[config.mk]
export PLATFORM = sky130hd
export DESIGN_NAME = pwm_timer_channel_unit
export DESIGN_NICKNAME = d
export VERILOG_FILES = /design/src/sv/ptc_pkg.sv /design/src/sv/ptc_core.sv /design/src/sv/pwm_timer_channel_unit.sv
export SDC_FILE = /design/constraint.sdc
export NUM_CORES = 1
export LEC_CHECK = 0
export BUFFER_PORTS_ARGS = -buffer_cell sky130_fd_sc_hd__buf_4
export CORE_MARGIN = 5
export CORE_UTILIZATION = 45
export DETAILED_ROUTE_END_ITERATION = 16
export PLACE_DENSITY = 0.63
export SKIP_LAST_GASP = 1
export SYNTH_ARGS = -nofsm -noshare
export SYNTH_HDL_FRONTEND = slang
export SYNTH_HIERARCHICAL = 1
export SYNTH_SLANG_ARGS = --single-unit
export TNS_END_PERCENT = 10
[constraint.sdc]
create_clock -name clk -period 24.3 [get_ports clk]
set_input_delay 2.43 -clock clk [delete_from_list [all_inputs] [get_ports clk]]
set_output_delay 2.43 -clock clk [all_outputs]
set_load 0.05 [all_outputs]
[src/sv/ptc_pkg.sv]
// ----------------------------------------------------------------------------
// PWM timer channel package
// Widths, request and register codes, field positions and item types.
// ----------------------------------------------------------------------------
package ptc_pkg;

	localparam int unsigned COUNT_WIDTH = 16;
	localparam int unsigned CNT_W       = COUNT_WIDTH;
	localparam int unsigned PSC_W       = 16;
	localparam int unsigned DATA_W      = 16;
	localparam int unsigned DUTY_W      = 8;
	localparam int unsigned PCT_W       = 7;
	localparam int unsigned MODE_W      = 3;

	localparam logic [PCT_W-1:0] PCT_MAX = 7'd100;

	// (reload + 1) * pct, and the reciprocal of 100 used to divide it
	localparam int unsigned PROD_W      = CNT_W + 1 + PCT_W;
	localparam int unsigned RECIP_SHIFT = PROD_W + PCT_W;
	localparam int unsigned RECIP_W     = RECIP_SHIFT - 6;
	localparam logic [RECIP_W-1:0] RECIP =
		RECIP_W'(((64'd1 << RECIP_SHIFT) / 64'd100) + 64'd1);
	localparam int unsigned QP_W        = PROD_W + RECIP_W;

	// Request codes
	localparam logic [1:0] REQ_TICK  = 2'd0;
	localparam logic [1:0] REQ_WRITE = 2'd1;
	localparam logic [1:0] REQ_READ  = 2'd2;
	localparam logic [1:0] REQ_DUTY  = 2'd3;

	// Register select codes
	localparam logic [2:0] REG_CTRL    = 3'd0;
	localparam logic [2:0] REG_MODE    = 3'd1;
	localparam logic [2:0] REG_ENABLE  = 3'd2;
	localparam logic [2:0] REG_EVENT   = 3'd3;
	localparam logic [2:0] REG_PRESC   = 3'd4;
	localparam logic [2:0] REG_RELOAD  = 3'd5;
	localparam logic [2:0] REG_COMPARE = 3'd6;
	localparam logic [2:0] REG_COUNTER = 3'd7;

	// Bit positions inside the control registers
	localparam int unsigned CTRL_RUN_BIT  = 0;
	localparam int unsigned CTRL_RBUF_BIT = 7;
	localparam int unsigned MODE_LSB      = 4;
	localparam int unsigned MODE_CBUF_BIT = 3;
	localparam int unsigned EN_ON_BIT     = 0;
	localparam int unsigned EN_POL_BIT    = 1;
	localparam int unsigned EVT_UPD_BIT   = 0;

	localparam logic [MODE_W-1:0] MODE_PWM1 = 3'd6;

	typedef struct packed {
		logic [1:0]        req_type;
		logic [2:0]        reg_sel;
		logic [DATA_W-1:0] write_data;
		logic [PROD_W-1:0] duty_prod;
	} item_t;

	typedef struct packed {
		logic              pwm_level;
		logic [DATA_W-1:0] read_data;
		logic              update_event;
	} result_t;

endpackage

[src/sv/ptc_core.sv]
// ----------------------------------------------------------------------------
// PWM timer channel core
// Timer state, single-pass next-state logic for one transaction and the
// channel output it leaves behind.
// ----------------------------------------------------------------------------
module ptc_core import ptc_pkg::*; (
	input  logic             clk,
	input  logic             arst_n,
	input  logic             exec,
	input  item_t            item,
	output result_t          result,
	output logic [CNT_W-1:0] reload_next
);

	logic [PSC_W-1:0]  psc_cnt_q, psc_cnt_n;
	logic [CNT_W-1:0]  main_cnt_q, main_cnt_n;
	logic [PSC_W-1:0]  psc_lim_q, psc_lim_n;
	logic [CNT_W-1:0]  rld_pre_q, rld_pre_n;
	logic [CNT_W-1:0]  rld_act_q, rld_act_n;
	logic [CNT_W-1:0]  cmp_pre_q, cmp_pre_n;
	logic [CNT_W-1:0]  cmp_act_q, cmp_act_n;
	logic              run_q, run_n;
	logic              rld_buf_q, rld_buf_n;
	logic [MODE_W-1:0] mode_q, mode_n;
	logic              cmp_buf_q, cmp_buf_n;
	logic              pol_q, pol_n;
	logic              on_q, on_n;

	logic [QP_W-1:0]   quot_prod;
	logic [CNT_W-1:0]  duty_cmp;
	logic [CNT_W-1:0]  wr_cnt;
	logic [DATA_W-1:0] rd_data;
	logic              upd;
	logic              ref_level;

	// Divide by 100 through the reciprocal; exact over the product's range
	assign quot_prod = QP_W'(item.duty_prod) * QP_W'(RECIP);
	assign duty_cmp  = CNT_W'(quot_prod >> RECIP_SHIFT);
	assign wr_cnt    = CNT_W'(item.write_data);

	always_comb begin
		psc_cnt_n  = psc_cnt_q;
		main_cnt_n = main_cnt_q;
		psc_lim_n  = psc_lim_q;
		rld_pre_n  = rld_pre_q;
		rld_act_n  = rld_act_q;
		cmp_pre_n  = cmp_pre_q;
		cmp_act_n  = cmp_act_q;
		run_n      = run_q;
		rld_buf_n  = rld_buf_q;
		mode_n     = mode_q;
		cmp_buf_n  = cmp_buf_q;
		pol_n      = pol_q;
		on_n       = on_q;
		rd_data    = '0;
		upd        = 1'b0;
		unique case (item.req_type)
			REQ_TICK: begin
				if (run_q) begin
					if (psc_cnt_q < psc_lim_q) begin
						psc_cnt_n = psc_cnt_q + PSC_W'(1);
					end else begin
						psc_cnt_n = '0;
						if (main_cnt_q >= rld_act_q) begin
							main_cnt_n = '0;
							rld_act_n  = rld_pre_q;
							cmp_act_n  = cmp_pre_q;
							upd        = 1'b1;
						end else begin
							main_cnt_n = main_cnt_q + CNT_W'(1);
						end
					end
				end
			end
			REQ_WRITE: begin
				unique case (item.reg_sel)
					REG_CTRL: begin
						run_n     = item.write_data[CTRL_RUN_BIT];
						rld_buf_n = item.write_data[CTRL_RBUF_BIT];
					end
					REG_MODE: begin
						mode_n    = item.write_data[MODE_LSB +: MODE_W];
						cmp_buf_n = item.write_data[MODE_CBUF_BIT];
					end
					REG_ENABLE: begin
						on_n  = item.write_data[EN_ON_BIT];
						pol_n = item.write_data[EN_POL_BIT];
					end
					REG_EVENT: begin
						if (item.write_data[EVT_UPD_BIT]) begin
							psc_cnt_n  = '0;
							main_cnt_n = '0;
							rld_act_n  = rld_pre_q;
							cmp_act_n  = cmp_pre_q;
							upd        = 1'b1;
						end
					end
					REG_PRESC: begin
						psc_lim_n = PSC_W'(item.write_data);
					end
					REG_RELOAD: begin
						rld_pre_n = wr_cnt;
						if (!rld_buf_q) begin
							rld_act_n = wr_cnt;
						end
					end
					REG_COMPARE: begin
						cmp_pre_n = wr_cnt;
						if (!cmp_buf_q) begin
							cmp_act_n = wr_cnt;
						end
					end
					REG_COUNTER: begin
						main_cnt_n = wr_cnt;
					end
					default: begin
					end
				endcase
			end
			REQ_READ: begin
				unique case (item.reg_sel)
					REG_CTRL: begin
						rd_data[CTRL_RUN_BIT]  = run_q;
						rd_data[CTRL_RBUF_BIT] = rld_buf_q;
					end
					REG_MODE: begin
						rd_data[MODE_LSB +: MODE_W] = mode_q;
						rd_data[MODE_CBUF_BIT]      = cmp_buf_q;
					end
					REG_ENABLE: begin
						rd_data[EN_ON_BIT]  = on_q;
						rd_data[EN_POL_BIT] = pol_q;
					end
					REG_EVENT:   rd_data = '0;
					REG_PRESC:   rd_data = DATA_W'(psc_lim_q);
					REG_RELOAD:  rd_data = DATA_W'(rld_pre_q);
					REG_COMPARE: rd_data = DATA_W'(cmp_pre_q);
					REG_COUNTER: rd_data = DATA_W'(main_cnt_q);
					default:     rd_data = '0;
				endcase
			end
			REQ_DUTY: begin
				// New compare lands in both copies, then the update restarts counting
				cmp_pre_n  = duty_cmp;
				cmp_act_n  = duty_cmp;
				rld_act_n  = rld_pre_q;
				psc_cnt_n  = '0;
				main_cnt_n = '0;
				upd        = 1'b1;
			end
			default: begin
			end
		endcase
	end

	assign ref_level = (mode_n == MODE_PWM1) && (main_cnt_n < cmp_act_n);

	assign result.pwm_level    = on_n & (ref_level ^ pol_n);
	assign result.read_data    = rd_data;
	assign result.update_event = upd;

	// Forward the reload preload as it stands after this transaction
	assign reload_next = exec ? rld_pre_n : rld_pre_q;

	always_ff @(posedge clk or negedge arst_n) begin
		if (!arst_n) begin
			psc_cnt_q  <= '0;
			main_cnt_q <= '0;
			psc_lim_q  <= '0;
			rld_pre_q  <= '1;
			rld_act_q  <= '1;
			cmp_pre_q  <= '0;
			cmp_act_q  <= '0;
			run_q      <= 1'b0;
			rld_buf_q  <= 1'b0;
			mode_q     <= '0;
			cmp_buf_q  <= 1'b0;
			pol_q      <= 1'b0;
			on_q       <= 1'b0;
		end else if (exec) begin
			psc_cnt_q  <= psc_cnt_n;
			main_cnt_q <= main_cnt_n;
			psc_lim_q  <= psc_lim_n;
			rld_pre_q  <= rld_pre_n;
			rld_act_q  <= rld_act_n;
			cmp_pre_q  <= cmp_pre_n;
			cmp_act_q  <= cmp_act_n;
			run_q      <= run_n;
			rld_buf_q  <= rld_buf_n;
			mode_q     <= mode_n;
			cmp_buf_q  <= cmp_buf_n;
			pol_q      <= pol_n;
			on_q       <= on_n;
		end
	end

endmodule

[src/sv/pwm_timer_channel_unit.sv]
// ----------------------------------------------------------------------------
// PWM timer channel unit
// Up-counting timer with prescaler, preloaded reload and compare, and one
// PWM mode 1 output, driven by a stream of tick and register transactions.
// ----------------------------------------------------------------------------
// Takes one transaction per clock and returns one result for each after
// acceptance, by way of an input register (which also forms the duty product
// (reload + 1) * percent) and the result register behind the single-pass
// timer logic. Throughput is one transaction per cycle, limited only by the
// timer state being read and updated once per transaction in that pass; the
// input stalls only while a finished result is held by a stalled receiver
// and the input register is already full.
module pwm_timer_channel_unit import ptc_pkg::*; (
	input  logic              clk,
	input  logic              arst_n,
	input  logic              item_valid,
	output logic              item_stall,
	input  logic [1:0]        req_type,
	input  logic [2:0]        reg_sel,
	input  logic [DATA_W-1:0] write_data,
	input  logic [DUTY_W-1:0] duty_percent,
	output logic              result_valid,
	input  logic              result_stall,
	output logic              pwm_level,
	output logic [DATA_W-1:0] read_data,
	output logic              update_event
);

	logic              valid_s1;
	item_t             item_s1;
	item_t             item_d;
	logic              result_valid_q;
	result_t           result_q;
	result_t           result_d;
	logic              advance;
	logic              exec;
	logic              load;
	logic [CNT_W-1:0]  reload_next;
	logic [CNT_W:0]    reload_span;
	logic [PCT_W-1:0]  pct;

	assign advance    = !result_valid_q || !result_stall;
	assign exec       = valid_s1 && advance;
	assign item_stall = valid_s1 && !advance;
	assign load       = item_valid && !item_stall;

	// Clamp the duty to 100 % and form the product against the forwarded reload
	assign pct         = (duty_percent > DUTY_W'(PCT_MAX)) ? PCT_MAX : PCT_W'(duty_percent);
	assign reload_span = {1'b0, reload_next} + (CNT_W + 1)'(1);

	assign item_d.req_type   = req_type;
	assign item_d.reg_sel    = reg_sel;
	assign item_d.write_data = write_data;
	assign item_d.duty_prod  = PROD_W'(reload_span) * PROD_W'(pct);

	always_ff @(posedge clk or negedge arst_n) begin
		if (!arst_n) begin
			valid_s1 <= 1'b0;
		end else if (!item_stall) begin
			valid_s1 <= item_valid;
		end
	end

	always_ff @(posedge clk) begin
		if (load) begin
			item_s1 <= item_d;
		end
	end

	ptc_core u_core (
		.clk         (clk),
		.arst_n      (arst_n),
		.exec        (exec),
		.item        (item_s1),
		.result      (result_d),
		.reload_next (reload_next)
	);

	always_ff @(posedge clk or negedge arst_n) begin
		if (!arst_n) begin
			result_valid_q <= 1'b0;
		end else if (advance) begin
			result_valid_q <= valid_s1;
		end
	end

	always_ff @(posedge clk) begin
		if (exec) begin
			result_q <= result_d;
		end
	end

	assign result_valid = result_valid_q;
	assign pwm_level    = result_q.pwm_level;
	assign read_data    = result_q.read_data;
	assign update_event = result_q.update_event;

endmodule

==> results of run 1 <==
==> per-stage QoR <==
step | instances | hold WS (ps) | util, % | worst slack, ps
2_1_floorplan | 2540 | 443 | - | 14700
3_3_place_gp | 3237 | 465 | 47.4 | 14990
3_5_place_dp | 3237 | 475 | 47.4 | 14960
4_1_cts | 3269 | 487 | 48.5 | 15040
5_1_grt | 3269 | 512 | 48.5 | 14510
6_report | 3270 | 488 | 48.5 | 14900
==> per-layer routing <==
layer  share of wire, %  vias to the layer above
met5              0.049                        -
met4                2.9                        6
met3                7.8                      141
met2                 46                      778
met1                 43                     9598
li1                   -                     8676
==> cell families after synthesis <==
family | count (synthesis) | share of synthesized area [%]
buffers and inverters | 510 | 7.95
adder cells (fa/ha/maj) | 606 | 39.8
AND/OR/NAND/NOR | 597 | 11.6
XOR/XNOR | 64 | 2.38
flip-flops | 185 | 20.6
multiplexers | 98 | 4.43
AO/OA/AOI/OAI | 480 | 13.3
==> layout by cell type, fill, tap and decap left out, drive strengths merged, types with 36 or more instances in the layout <==
| cell type | netlist | final |
|---|---|---|
| a21o | 36 | 36 |
| a21oi | 137 | 137 |
| buf | 12 | 77 |
| dfrtp | 90 | 90 |
| edfxtp | 63 | 63 |
| fa | 273 | 273 |
| ha | 333 | 333 |
| inv | 433 | 441 |
| mux2 | 53 | 53 |
| mux2i | 43 | 43 |
| nand2 | 166 | 166 |
| nand3 | 48 | 48 |
| nor2 | 204 | 204 |
| o21ai | 92 | 92 |
==> flip-flops by register name, summed over array words and instances (netlist names), 3 cells and up <==
register and flops:
u_core/rld_pre_q 16, u_core/psc_cnt_q 16, u_core/cmp_pre_q 16, u_core/rld_act_q 16
u_core/mode_q 3, item_s1 45, u_core/main_cnt_q 16, u_core/psc_lim_q 16
u_core/cmp_act_q 16, read_data 16
==> final cells by class <==
type / count / area share, %
multi-input combinational: 1845 / 66.7
sequential: 185 / 19.2
clock buffer: 18 / 1.73
antenna: 1 / 0.00963
inverter: 434 / 6.27
timing repair buffer: 77 / 2.22
tap: 696 / 3.35
clock inverter: 14 / 0.573
==> how the worst min path moves through the flow <==
stage,to,startpoint,cells past startpoint
floorplan,result_valid,valid_s1,1
global placement,result_valid,valid_s1,1
detailed placement,u_core/rld_act_q[12],u_core/rld_act_q[12],2
CTS,u_core/rld_act_q[12],u_core/rld_act_q[12],2
global route,u_core/rld_act_q[12],u_core/rld_act_q[12],2
finish,u_core/rld_act_q[12],u_core/rld_act_q[12],2
==> worst max-delay path, delay by kind of cell (launching register included) <==
kind	cells	cell delay, ps
AO/OA/AOI/OAI	14	3030
adder cells (fa/ha/maj)	9	4430
buffers and inverters	4	210
flip-flops	1	590
multiplexers	1	380
AND/OR/NAND/NOR	2	510
==> results_dict.tcl, run 1 <==
set metrics [dict create \
    maxSlewViolCount 0 \
    cts_setup_buffers 0 \
    cts_tree "built" \
    cap_violations 0 \
    worst_pin_slew_ps 1120 \
    clock.fmax_ghz 0.106 \
    place_area_sq_mm 0.0254 \
    grt.busiest_layer "met2" \
    cp-endpoint "pwm_level" \
    drt_first_pass_iters 5 \
    wire_per_inst_um 22.3 \
    ys_top_cells_by_area "fa_1 23%, ha_1 17%, dfrtp_1 9.3%, edfxtp_1 7.8%, inv_1 6.7%" \
    ys_seq_area_share_pct 20.6 \
    yosys_register_bits 185 \
    dr.first_iter.drc_count 1648 \
    slowest_stage "fa_1" \
    min_path_type "reg -> reg" \
    grt_use_total_pct 24.5 \
    yosysTopAreaCell "fa_1" \
    rows 85 \
    period_share_pct 38.7 \
    rsz0062_at_grt "no" \
    cp-startpoint "item_s1[7]" \
    cts_root_buf "clkbuf_16" \
    syn-num-nets 3179 \
    cts_max_level 4 \
    dp_hpwl_mm 58.8 \
    wl_mm 72.8 \
    crit_path_end_kind "flop" \
    critPathMostFrequentCell "fa_1" \
    synth_most_common_cell "inv_1" \
    synthCells 2540 \
    cts.path.max_buffers 2 \
    yosys_warnings 6 \
    async_flop_share_pct 65.9 \
    drive_gt1_share_pct 9.64 \
    clock_sinks 185 \
    worst_clock_skew_ps 21.2 \
    critPathArrivalTime_ps 9610 \
    start_util_pct 45.2 \
    cp-start-kind "flop" \
    grt_overflow 0 \
    pin_count 53 \
    nFillCells 5090 \
    die_y_um 242 \
    postCtsHoldBufs 0 \
    synth_top_area_share_pct 22.6 \
    clk_pin_slew_ps 90 \
    grt_use_met2_pct 39.9 \
    die_w_um 242 \
    portBuffers 52 \
    drc 0 \
    ys.flop_type "dfrtp_1" \
    grt_max_degree 78 \
    clk_latency_ps 480 \
    routed-via-count 19200 \
    grt_pass1_wl_mm 114 \
    critical_path_required_ps 24520 \
    cts_resized 0 \
    nets 3199 \
    syn_area_per_cell_sq_um 9.54 \
    tns_ps 0 \
    grt_pass1_vias 19800 \
    reg2regPathDepth 30 \
    critPathMaxStageDelay_ps 620 \
    seqCellArea_sq_mm 0.00498 \
    use_met3_pct 4.48 \
    dieArea_sq_mm 0.0586 \
    crit_path_max_fanout 8 \
    antenna_found_initial 2 \
    routed_via_density 5.87 \
    timing.rr.end "pwm_level" \
    use_met1_pct 33.9 \
    crit_type "reg -> reg" \
    cts_buffers 17 \
    yosys-top-cells-count "433 x inv_1, 333 x ha_1, 273 x fa_1" \
    multi_input_area_sq_mm 0.0173 \
    fin_crit_ps 9400 \
    ant_nets 0 \
    final_area_sq_mm 0.0260 \
    setup_viol 0 \
    syn2layout_area_growth_pct 7.31 \
    max_slew_margin_pct 25.1 \
    hold_violations 0 \
    syn_area_sq_mm 0.0242 \
    synth_cell_types 98 \
    synth_edf_count 63 \
    core_sq_mm 0.0536 \
    outcome "finished clean" \
    rr_startpoint "item_s1[7]" \
    gp_congestion 0.985 \
    rrSetupSlack_ps 14900 \
]
Power of run 1 is not shown: default switching activity piles up to over one toggle a cycle in this logic, so the estimate is an artifact.
==> run 2: changes to the inputs <==
==> constraint.sdc (replaced) <==
create_clock -name clk -period 9 [get_ports clk]
set_input_delay 0.9 -clock clk [delete_from_list [all_inputs] [get_ports clk]]
set_output_delay 0.9 -clock clk [all_outputs]
set_load 0.05 [all_outputs]
==> results_dict.tcl, run 2 (same netlist as run 1, synthesis figures left out) <==
set metrics [dict create \
    largest_reg_flops 45 \
    clk_latency_ps 480 \
    final_common_cell "inv_1" \
    cts_tree "built" \
    portBuffers 52 \
    rr_startpoint "item_s1[11]" \
    grt_use_total_pct 24.2 \
    critPathMostFrequentCell "fa_1" \
    wl_mm 71.8 \
    drc 0 \
    slowest_stage "fa_1" \
    rows 85 \
    nets 3241 \
    antenna_found_initial 2 \
    wire_per_inst_um 21.7 \
    max_slew_margin_pct 27.5 \
    dieArea_sq_mm 0.0586 \
    crit_path_end_kind "flop" \
    routed-via-count 19200 \
    cts_max_level 4 \
    layout_common_cells "433 x inv_1, 333 x ha_1, 273 x fa_1" \
    whs_ps 484 \
    utilization_pct 49.1 \
    dr.first_iter.drc_count 1691 \
    pin_count 53 \
    grt_max_degree 66 \
    rrSetupSlack_ps 390 \
    critPathMaxStageDelay_ps 580 \
    worst_pin_slew_ps 1090 \
    worst_clock_skew_ps 24.0 \
    drive_gt1_share_pct 11.4 \
    reg2regPathDepth 27 \
    nFillCells 5058 \
    worstHoldStart "u_core/rld_act_q[7]" \
    syn2layout_area_growth_pct 8.72 \
    maxSlewViolCount 0 \
    dp_hpwl_mm 58.6 \
    cts_root_buf "clkbuf_16" \
    grt_pass1_wl_mm 112 \
    outcome "finished clean" \
    clock.fmax_ghz 0.116 \
    grt_overflow 0 \
    setup_viol 0 \
    holdPathStages 2 \
    fin_crit_ps 8610 \
    die_w_um 242 \
    diodes 0 \
    grt_pass1_vias 19400 \
    cts_buffers 17 \
    hold_violations 0 \
    ant_nets 0 \
    period_share_pct 95.7 \
    cap_violations 0 \
    postCtsHoldBufs 0 \
    clk_pin_slew_ps 90 \
    routed_via_density 5.81 \
    die_y_um 242 \
    min_path_type "reg -> reg" \
    start_util_pct 45.2 \
    gp_congestion 0.980 \
    critical_path_required_ps 9220 \
    hold_end "u_core/rld_act_q[7]" \
    drt_first_pass_iters 8 \
    cp-start-kind "flop" \
    cts.path.max_buffers 2 \
    critPathArrivalTime_ps 8830 \
    timing.rr.end "pwm_level" \
    clock_sinks 185 \
    crit_type "reg -> reg" \
    regMostFlops "item_s1" \
    core_sq_mm 0.0536 \
    crit_path_max_fanout 5 \
]
run 2: cell count changes in the layout (fill, tap and decap cells not counted), moves of 2 or more:
cell,change
nor4_2,+2
nor4_1,-2
a21oi_2,+2
buf_4,+42
a21oi_1,-2
run 2: area by class of cell:
type | count | area [sq um] | share of cell area [%]
Clock buffer | 19 | 454 | 1.72
Clock inverter | 13 | 128 | 0.485
Inverter | 434 | 1630 | 6.18
Multi-Input combinational cell | 1845 | 17400 | 66.0
Sequential cell | 185 | 4980 | 18.9
Tap cell | 696 | 871 | 3.31
Timing Repair Buffer | 119 | 893 | 3.39
run 2: worst max path at each step:
stage | from | to | slack [ps] | depth (start not counted)
after floorplan | item_s1[7] | pwm_level | 620 | 30
after global placement | item_s1[14] | pwm_level | 300 | 30
after detailed placement | item_s1[6] | pwm_level | 210 | 30
after CTS | item_s1[6] | pwm_level | 190 | 30
after global routing | item_s1[9] | pwm_level | -6 | 32
final | item_s1[11] | pwm_level | 390 | 27
run 2: per-stage QoR:
step / setup TNS [ps] / setup slack [ps] / cell area [sq um] / instances
floorplan: 0 / 624 / 24200 / 2540
global placement: 0 / 302 / 25600 / 3268
detailed placement: 0 / 211 / 25600 / 3268
CTS: 0 / 191 / 26200 / 3300
global route: -6.41 / -6.41 / 26300 / 3311
finish: 0 / 391 / 26300 / 3311
run 2: routing by layer:
metal	track usage [%]	wire, um	vias to the layer above
met5	0	13	-
met4	5.61	1580	2
met3	3.80	5400	109
met2	40.1	33600	739
met1	33.8	31200	9613
li1	-	-	8760
run 2: critical path: cells and delay by family, from the launching register on:
| kind | cells | cell delay [ps] |
|---|---|---|
| flops | 1 | 500 |
| mux | 2 | 760 |
| fa+ha+maj | 9 | 4110 |
| compound gates | 11 | 2490 |
| buf+inv | 5 | 480 |
run 2: repair_timing:
action,CTS,global route
resized for setup,0,10
endpoints found under the setup margin,0,1
buffers inserted,0,11
Power of run 2 is left out for the same reason.
